File: src/hw/rtl/ising_lattice_sync_update_unit_defines.svh
// Assertion macros for the Ising lattice update unit.
// Needs clk and arst_n in the scope where a macro is used.
`ifndef ISING_LATTICE_SYNC_UPDATE_UNIT_DEFINES_SVH
`define ISING_LATTICE_SYNC_UPDATE_UNIT_DEFINES_SVH

// Same-cycle implication, checked outside reset.
`define ILSU_ASSERT_IMP(lbl, ante, cons, msg) \
	lbl: assert property (@(posedge clk) disable iff (!arst_n) (ante) |-> (cons)) \
		else $error(msg);

// Next-cycle implication, checked outside reset.
`define ILSU_ASSERT_NXT(lbl, ante, cons, msg) \
	lbl: assert property (@(posedge clk) disable iff (!arst_n) (ante) |=> (cons)) \
		else $error(msg);

`endif

File: src/hw/rtl/ilsu_pkg.sv
// Shared types and constants of the Ising lattice update unit.
// No dependencies.
`default_nettype none

package ilsu_pkg;

	localparam int ROW_W     = 6;
	localparam int COL_W     = 6;
	localparam int RAND_W    = 16;
	localparam int CFG_IDX_W = 3;
	localparam int NUM_THR   = 5;
	localparam int THR_IDX_W = 3;

	typedef enum logic [1:0] {
		OP_LOAD   = 2'd0,
		OP_UPDATE = 2'd1,
		OP_READ   = 2'd2
	} op_t;

	localparam logic [CFG_IDX_W-1:0] CFG_NEG4 = 3'd0;
	localparam logic [CFG_IDX_W-1:0] CFG_NEG2 = 3'd1;
	localparam logic [CFG_IDX_W-1:0] CFG_ZERO = 3'd2;
	localparam logic [CFG_IDX_W-1:0] CFG_POS2 = 3'd3;
	localparam logic [CFG_IDX_W-1:0] CFG_POS4 = 3'd4;
	localparam logic [CFG_IDX_W-1:0] CFG_GATE = 3'd5;

	// one-bit write into a row-wide lattice memory
	typedef struct packed {
		logic en;
		logic spin;
	} ram_wr_t;

endpackage

`default_nettype wire

File: src/hw/rtl/ilsu_cfg_regs.sv
// Acceptance thresholds and flip gate register file.
// Depends on ilsu_pkg for register indexes.
`default_nettype none

module ilsu_cfg_regs #(
	parameter int PROB_BITS = 16,
	localparam int RW = PROB_BITS + 1
) (
	input  wire                                       clk,
	input  wire                                       arst_n,
	input  wire logic                                 we,
	input  wire logic [ilsu_pkg::CFG_IDX_W-1:0]       idx,
	input  wire logic [RW-1:0]                        data,
	output logic [ilsu_pkg::NUM_THR-1:0][RW-1:0]      thr_q,
	output logic [RW-1:0]                             gate_q
);
	import ilsu_pkg::*;

	localparam longint unsigned ONE_L = 64'd1 << PROB_BITS;
	localparam logic [RW-1:0] ONE_Q    = {1'b1, {PROB_BITS{1'b0}}};
	localparam logic [RW-1:0] GATE_RST = RW'((ONE_L + 64'd5) / 64'd10);

	always_ff @(posedge clk or negedge arst_n) begin
		if (!arst_n) begin
			thr_q  <= {NUM_THR{ONE_Q}};
			gate_q <= GATE_RST;
		end else if (we) begin
			case (idx)
				CFG_NEG4, CFG_NEG2, CFG_ZERO, CFG_POS2, CFG_POS4: begin
					thr_q[idx] <= data;
				end
				CFG_GATE: begin
					gate_q <= data;
				end
				default: begin
				end
			endcase
		end
	end

endmodule

`default_nettype wire

File: config.mk
export PLATFORM = sky130hd
export DESIGN_NAME = ilsu_cfg_regs
export DESIGN_NICKNAME = d
export VERILOG_FILES = /design/src/hw/rtl/ising_lattice_sync_update_unit_defines.svh /design/src/hw/rtl/ilsu_pkg.sv /design/src/hw/rtl/ilsu_cfg_regs.sv
export SDC_FILE = /design/constraint.sdc
export NUM_CORES = 1
export LEC_CHECK = 0
export ABC_AREA = 1
export BUFFER_PORTS_ARGS = -buffer_cell sky130_fd_sc_hd__clkbuf_2
export CAP_MARGIN = 20
export CORE_ASPECT_RATIO = 2
export CORE_MARGIN = 2
export CORE_UTILIZATION = 35
export DETAILED_ROUTE_END_ITERATION = 10
export SLEW_MARGIN = 30
export SYNTH_ARGS = -nofsm -noshare
export SYNTH_HDL_FRONTEND = slang
export SYNTH_SLANG_ARGS = --single-unit
File: constraint.sdc
create_clock -name clk -period 2 [get_ports clk]
set_input_delay 0 -clock clk [delete_from_list [all_inputs] [get_ports clk]]
set_output_delay 0 -clock clk [all_outputs]
set_load 0.03 [all_outputs]
==> results.py, run 1 <==
metrics = {
    "critical_path": {
        "worstPathArrival_ns": 1.10,
        "path_cells": "clkbuf_2",
        "cp_slowest_stage_delay_ns": 0.55,
        "cp_data_required_time_ns": 2.00,
        "crit_type": "reg -> out",
        "critPathLaunchType": "flop",
        "cp-end-kind": "output pin",
        "critical-path-top-delay-family": "flip-flops",
        "crit_slowest_cell": "dfstp_2",
        "cp_max_fo": 2,
        "cp.buffers_inverters": 1,
    },
    "detailed_routing": {
        "vias": 3558,
        "post-route-drc-count": 0,
        "drt_iter0_drc": 285,
        "ant_nets": 0,
        "vias_per_cell": 4.91,
        "routed_wl_mm": 12.2,
        "wl_per_cell_um": 16.8,
        "dr.pass1.iters": 4,
    },
    "synth": {
        "yosys_most_used_dff": "dfrtp_1",
        "synth_cell_types": 13,
        "synth-simple-area-share_pct": 33.4,
        "synthMuxAreaShare_pct": 0,
        "avgSynthCellArea_um2": 9.23,
        "synth_top_area_share_pct": 54.5,
        "synth-compound-area-share_pct": 0,
        "synth.area.top_cells": "dfrtp_1 (54%), nand2_1 (19%), nand3_1 (12%), dfstp_2 (7.6%), buf_6 (1.6%)",
        "yosysWarnings": 0,
        "yosys.area.top_type": "dfrtp_1",
        "syn-num-nets": 471,
        "yosysMostFrequentCell": "nand2_1",
        "netlist_instances": 448,
        "synth_fa_ha_area_share_pct": 0,
        "yosysSeqAreaShare_pct": 62.1,
        "async_flop_share_pct": 100,
        "netlist_top_cells_count": "nand2_1 (205), nand3_1 (102), dfrtp_1 (90)",
        "synth_top_family_by_area": "simple AND/OR/NAND/NOR gates",
        "synth_xor_area_share_pct": 0,
        "synth_edf_count": 0,
        "synth_area_um2": 4140,
        "synth-seq-cells": 102,
    },
    "timing": {
        "relSlewSlack_pct": 63.1,
        "worstMarginPinSlew_ns": 0.553,
        "setup_ws_ns": 0.898,
        "hold_viol_final": 1,
        "fin_crit_ns": 1.10,
        "finalSetupViolCount": 0,
        "holdWs_ns": -0.00245,
        "fmax_ghz": 0.907,
        "fin_worst_skew_ns": 0,
        "slew_viol_final": 0,
        "rsz0062_at_grt": "no",
        "finalCritPeriodShare_pct": 55.1,
        "finalSetupTns_ns": 0,
    },
    "power_and_ir_drop": {
        "ir_drop_v": 0.000454,
        "p_leak_uw": 0.00296,
        "p_per_area_nw_per_um2": 1220,
    },
    "global_routing": {
        "grt_overflow_total": 0,
        "antenna_found_initial": 0,
        "grt_max_degree": 75,
        "track_usage_pct": 20.2,
        "grt_pass1_wl_mm": 19.0,
        "grt_pass1_vias": 3487,
    },
    "placed_design": {
        "dp_cells": 701,
        "hpwlAfterDp_mm": 8.79,
        "placed_cell_area_um2": 4850,
        "gp_congestion": 0.793,
        "pre_cts_ws_ns": 0.765,
        "numPortBuffers": 124,
    },
    "clocking": {
        "cts_tree": "done",
        "clk_latency_ns": 0.34,
        "path_clk_slew_ns": 0.07,
        "htreeDepth": 3,
        "clockBufferDepth": 2,
        "postCtsSetupBuffers": 0,
        "root_buffer": "clkbuf_16",
        "cts_buffers": 9,
        "cts_num_sinks": 102,
    },
    "outcome": {
        "failed_checks": "negative hold slack",
        "outcome": "finished with violations",
    },
    "floorplan": {
        "core-area_um2": 11600,
        "ioPinCount": 125,
        "die_w_um": 80.9,
        "die-area_um2": 12800,
        "start_util_pct": 35.6,
        "die_h_um": 158,
        "num_rows": 56,
    },
    "layout": {
        "design_area_um2": 5260,
        "num_antenna_cells": 0,
        "syn_to_final_growth_pct": 27.2,
        "finalNetCount": 598,
        "stdcell_count": 725,
        "drive_above_1_share_pct": 30.0,
    },
    "flow_run": {
        "maxCapViolCount": 0,
    },
    "min_path": {
        "hold_class": "in -> reg",
    },
}
-- sequential cells by signal, summed over array words and instances (netlist names) --
signal,count
gate_q,17
thr_q,85
-- final timing paths --
check                           slack [ns]  cells after the start                    end             startpoint
worst min-delay path                -0.002                      3  gate_q[1]$_DFFE_PN1P_                data[1]
worst min register to register        0.46                      2  thr_q[33]$_DFFE_PN1P_  thr_q[33]$_DFFE_PN1P_
min in group asynchronous             0.12                      2  thr_q[36]$_DFFE_PN0P_                 arst_n
max in group asynchronous             1.11                      3  thr_q[33]$_DFFE_PN1P_                 arst_n
worst max register to register        1.29                      2  thr_q[84]$_DFFE_PN1P_  thr_q[84]$_DFFE_PN1P_
worst max-delay path                  0.90                      1              thr_q[84]  thr_q[84]$_DFFE_PN1P_
-- where the power goes --
part           total (µW)  switching (µW)  internal [µW]
clock network        1930             813           1120
registers            2740             260           2480
logic                1770            1310            450
total                6440            2390           4050
-- layer usage --
layer	global-route usage [%]	up-vias	part of all wire (%)	wire, µm
met5	0	-	0	0
met4	9.28	0	2.2	269
met3	2.45	13	4.1	496
met2	36.8	99	56	6860
met1	22.8	1751	37	4560
li1	-	1695	-	-
-- area by class of cell --
cell class / count / area [µm²]
Clock buffer: 9 / 225
Timing Repair Buffer: 141 / 783
Clock inverter: 7 / 105
Fill cell: 1223 / 6370
Inverter: 4 / 15.0
Tap cell: 145 / 181
Multi-Input combinational cell: 317 / 1380
Sequential cell: 102 / 2570
-- metrics by stage --
stage | hold WS, ns | utilization, % | total power (µW)
after floorplan | -0.296 | - | 3890
after CTS | 0.000569 | 45.2 | 6500
after global placement | -0.0508 | 41.7 | 4530
after global routing | 0.00854 | 45.2 | 6750
final | -0.00245 | 45.2 | 6440
after detailed placement | -0.0465 | 41.7 | 4560
-- cells by family (layout without fill, tap and decap cells) --
group	after synthesis	in the layout
buffers and inverters	29	161
flip-flops	102	102
AND/OR/NAND/NOR	317	317
-- timing repair --
| item | 4_1_cts | 5_1_grt |
|---|---|---|
| hold endpoints to repair | 39 | 0 |
| gates resized for setup | 0 | 0 |
| hold buffers | 8 | 0 |
-- layout by cell type, fill, tap and decap left out, drive strengths merged --
| cell | count |
|---|---|
| buf | 10 |
| bufinv | 2 |
| clkbuf | 132 |
| clkinv | 1 |
| clkinvlp | 1 |
| dfrtp | 90 |
| dfstp | 12 |
| dlygate4sd3 | 8 |
| inv | 7 |
| nand2 | 211 |
| nand3 | 102 |
| nor2 | 4 |
(Power assumes the default switching activity.)
==> run 2: changes to the inputs <==
clock period = 0.9 ns   (was 2 ns; I/O delays follow)
==> run 2 against run 1 <==
  * The run ends with negative setup slack left
  * Clock power is 120% higher
  * Design area is 30% higher
  * Non-clock buffer count is 66 higher
  * Power grew to 2.7 times the previous value
  * First-iteration DRC count is 27% lower
  * Die area stayed put
  * Worst setup slack worse by 1.0 ns
  * Core utilization is 14 points higher
  * Clock skew stayed put
  * Combinational power grew to 3.7 times the previous value
  * Sequential share of layout area is 11 points lower
  * Wire length is 9.0% higher
  * Largest power group is now combinational cells
==> results.py, run 2 (same netlist as run 1, synthesis figures left out) <==
metrics = {
    "layout": {
        "syn_to_final_growth_pct": 65.2,
        "regMostFlops": "thr_q",
        "final_common_cell": "nand2_1",
        "final_cell_mix": "nand2_1 (205), nand3_1 (102), buf_8 (100)",
        "fillerInstances": 1013,
        "drive_above_1_share_pct": 37.6,
        "num_antenna_cells": 0,
        "multi_input_area_um2": 1380,
        "seqCellArea_um2": 2570,
        "design_area_um2": 6830,
        "largest_reg_flops": 85,
        "largestRegisters": "thr_q: 85 flops, gate_q: 17 flops",
        "finalNetCount": 664,
    },
    "power_and_ir_drop": {
        "ir_drop_v": 0.00119,
        "power_switching_uw": 5790,
        "power.share.combinational_pct": 38.0,
        "switching_share_pct": 33.9,
        "clockPowerShare_pct": 24.6,
        "power_uw": 17100,
        "p_per_area_nw_per_um2": 2500,
        "seq_power_share_pct": 37.4,
        "intPower_uw": 11300,
        "p_leak_uw": 0.00362,
    },
    "timing": {
        "fmax_ghz": 0.978,
        "rsz0062_at_grt": "yes",
        "hold_viol_final": 0,
        "worstMarginPinSlew_ns": 0.456,
        "slew_viol_final": 0,
        "finalSetupTns_ns": -1.48,
        "finalCritPeriodShare_pct": 114,
        "relSlewSlack_pct": 69.6,
        "finalSetupViolCount": 28,
        "setup_ws_ns": -0.123,
        "fin_worst_skew_ns": 0,
        "fin_crit_ns": 1.02,
    },
    "detailed_routing": {
        "routed_wl_mm": 13.3,
        "vias": 3826,
        "post-route-drc-count": 0,
        "dr.pass1.iters": 4,
        "wl_per_cell_um": 16.8,
        "vias_per_cell": 4.84,
        "drt_iter0_drc": 209,
        "ant_nets": 0,
    },
    "critical_path": {
        "critPathLaunchType": "flop",
        "rr_worst_depth": 4,
        "crit_type": "reg -> out",
        "cp.buffers_inverters": 1,
        "r2r_setup_slack_ns": 0.02,
        "timing.rr.end": "thr_q[45]$_DFFE_PN0P_",
        "crit_slowest_cell": "dfstp_2",
        "cp_data_required_time_ns": 0.90,
        "path_cells": "buf_8",
        "cp-end-kind": "output pin",
        "worstPathArrival_ns": 1.02,
        "cp_slowest_stage_delay_ns": 0.56,
        "cp_max_fo": 2,
        "reg2reg_from": "thr_q[45]$_DFFE_PN0P_",
        "critical-path-top-delay-family": "flip-flops",
    },
    "placed_design": {
        "hpwlAfterDp_mm": 8.70,
        "placed_cell_area_um2": 4990,
        "numPortBuffers": 124,
        "gp_congestion": 0.777,
    },
    "clocking": {
        "root_buffer": "clkbuf_16",
        "cts_num_sinks": 102,
        "cts_buffers": 9,
        "clk_latency_ns": 0.33,
        "path_clk_slew_ns": 0.07,
        "clockBufferDepth": 2,
        "htreeDepth": 3,
        "cts_tree": "done",
    },
    "outcome": {
        "failed_checks": "negative setup slack",
        "outcome": "finished with violations",
    },
    "global_routing": {
        "grt_overflow_total": 0,
        "antenna_found_initial": 0,
        "grt_pass1_wl_mm": 19.7,
        "grt_max_degree": 84,
        "grt_pass1_vias": 3648,
        "track_usage_pct": 20.8,
    },
    "min_path": {
        "hold_class": "in -> reg",
        "hold_start": "data[1]",
        "min_to": "gate_q[1]$_DFFE_PN1P_",
        "worstHoldPathCells": 3,
    },
    "flow_run": {
        "maxCapViolCount": 0,
    },
    "floorplan": {
        "start_util_pct": 35.6,
        "ioPinCount": 125,
        "die_h_um": 158,
        "num_rows": 56,
        "core-area_um2": 11600,
        "die-area_um2": 12800,
        "die_w_um": 80.9,
    },
}
-- run 2: what timing repair did --
action                     4_1_cts  5_1_grt
setup endpoints to repair      102      102
resized for setup              204      100
hold endpoints to repair        97        0
hold buffers                     4        0
pin swaps                        0        0
setup buffers                   30       31
-- run 2: metrics by stage --
stage          setup slack (ns)  cells  hold slack [ns]  util (%)
2_1_floorplan             0.120    448           -0.296         -
5_1_grt                  -0.156    791           0.0125      58.7
4_1_cts                  -0.154    760          0.00115      55.7
3_3_place_gp            -0.0107    710           0.0113      42.9
6_report                 -0.123    791          0.00979      58.7
3_5_place_dp            -0.0358    710           0.0173      42.9
-- run 2: layer usage --
| layer | share of wire (%) | GRT usage [%] | up-vias |
|---|---|---|---|
| li1 | - | - | 1823 |
| met1 | 36 | 22.9 | 1840 |
| met2 | 56 | 37.5 | 133 |
| met3 | 4.2 | 3.08 | 30 |
| met4 | 4.3 | 10.7 | 0 |
| met5 | 0 | 0 | - |
-- run 2: area by class of cell --
class	instances	share of cell area, %
flip-flops and latches	102	37.6
clock buffers	10	3.35
inverters	4	0.220
well taps	145	2.66
clock inverters	6	1.37
multi-input cells	317	20.2
repair buffers	207	34.6
-- run 2: power by group through the flow --
stage | clock (µW) | combinational [µW] | sequential, µW
3_5_place_dp | 0 | 4030 | 6150
5_1_grt | 4470 | 6860 | 6460
6_report | 4190 | 6490 | 6390
3_3_place_gp | 0 | 3980 | 6130
4_1_cts | 4280 | 5720 | 6180
2_1_floorplan | 0 | 852 | 7790
-- run 2: worst max path at each step --
| stage | start | end | slack [ns] | cells after the start |
|---|---|---|---|---|
| 2_1_floorplan | we | thr_q[10]$_DFFE_PN0P_ | 0.12 | 6 |
| 3_3_place_gp | idx[2] | thr_q[74]$_DFFE_PN0P_ | -0.01 | 7 |
| 3_5_place_dp | idx[2] | thr_q[70]$_DFFE_PN0P_ | -0.04 | 7 |
| 4_1_cts | thr_q[50]$_DFFE_PN1P_ | thr_q[50] | -0.15 | 1 |
| 5_1_grt | gate_q[4]$_DFFE_PN1P_ | gate_q[4] | -0.16 | 1 |
| 6_report | thr_q[33]$_DFFE_PN1P_ | thr_q[33] | -0.12 | 1 |
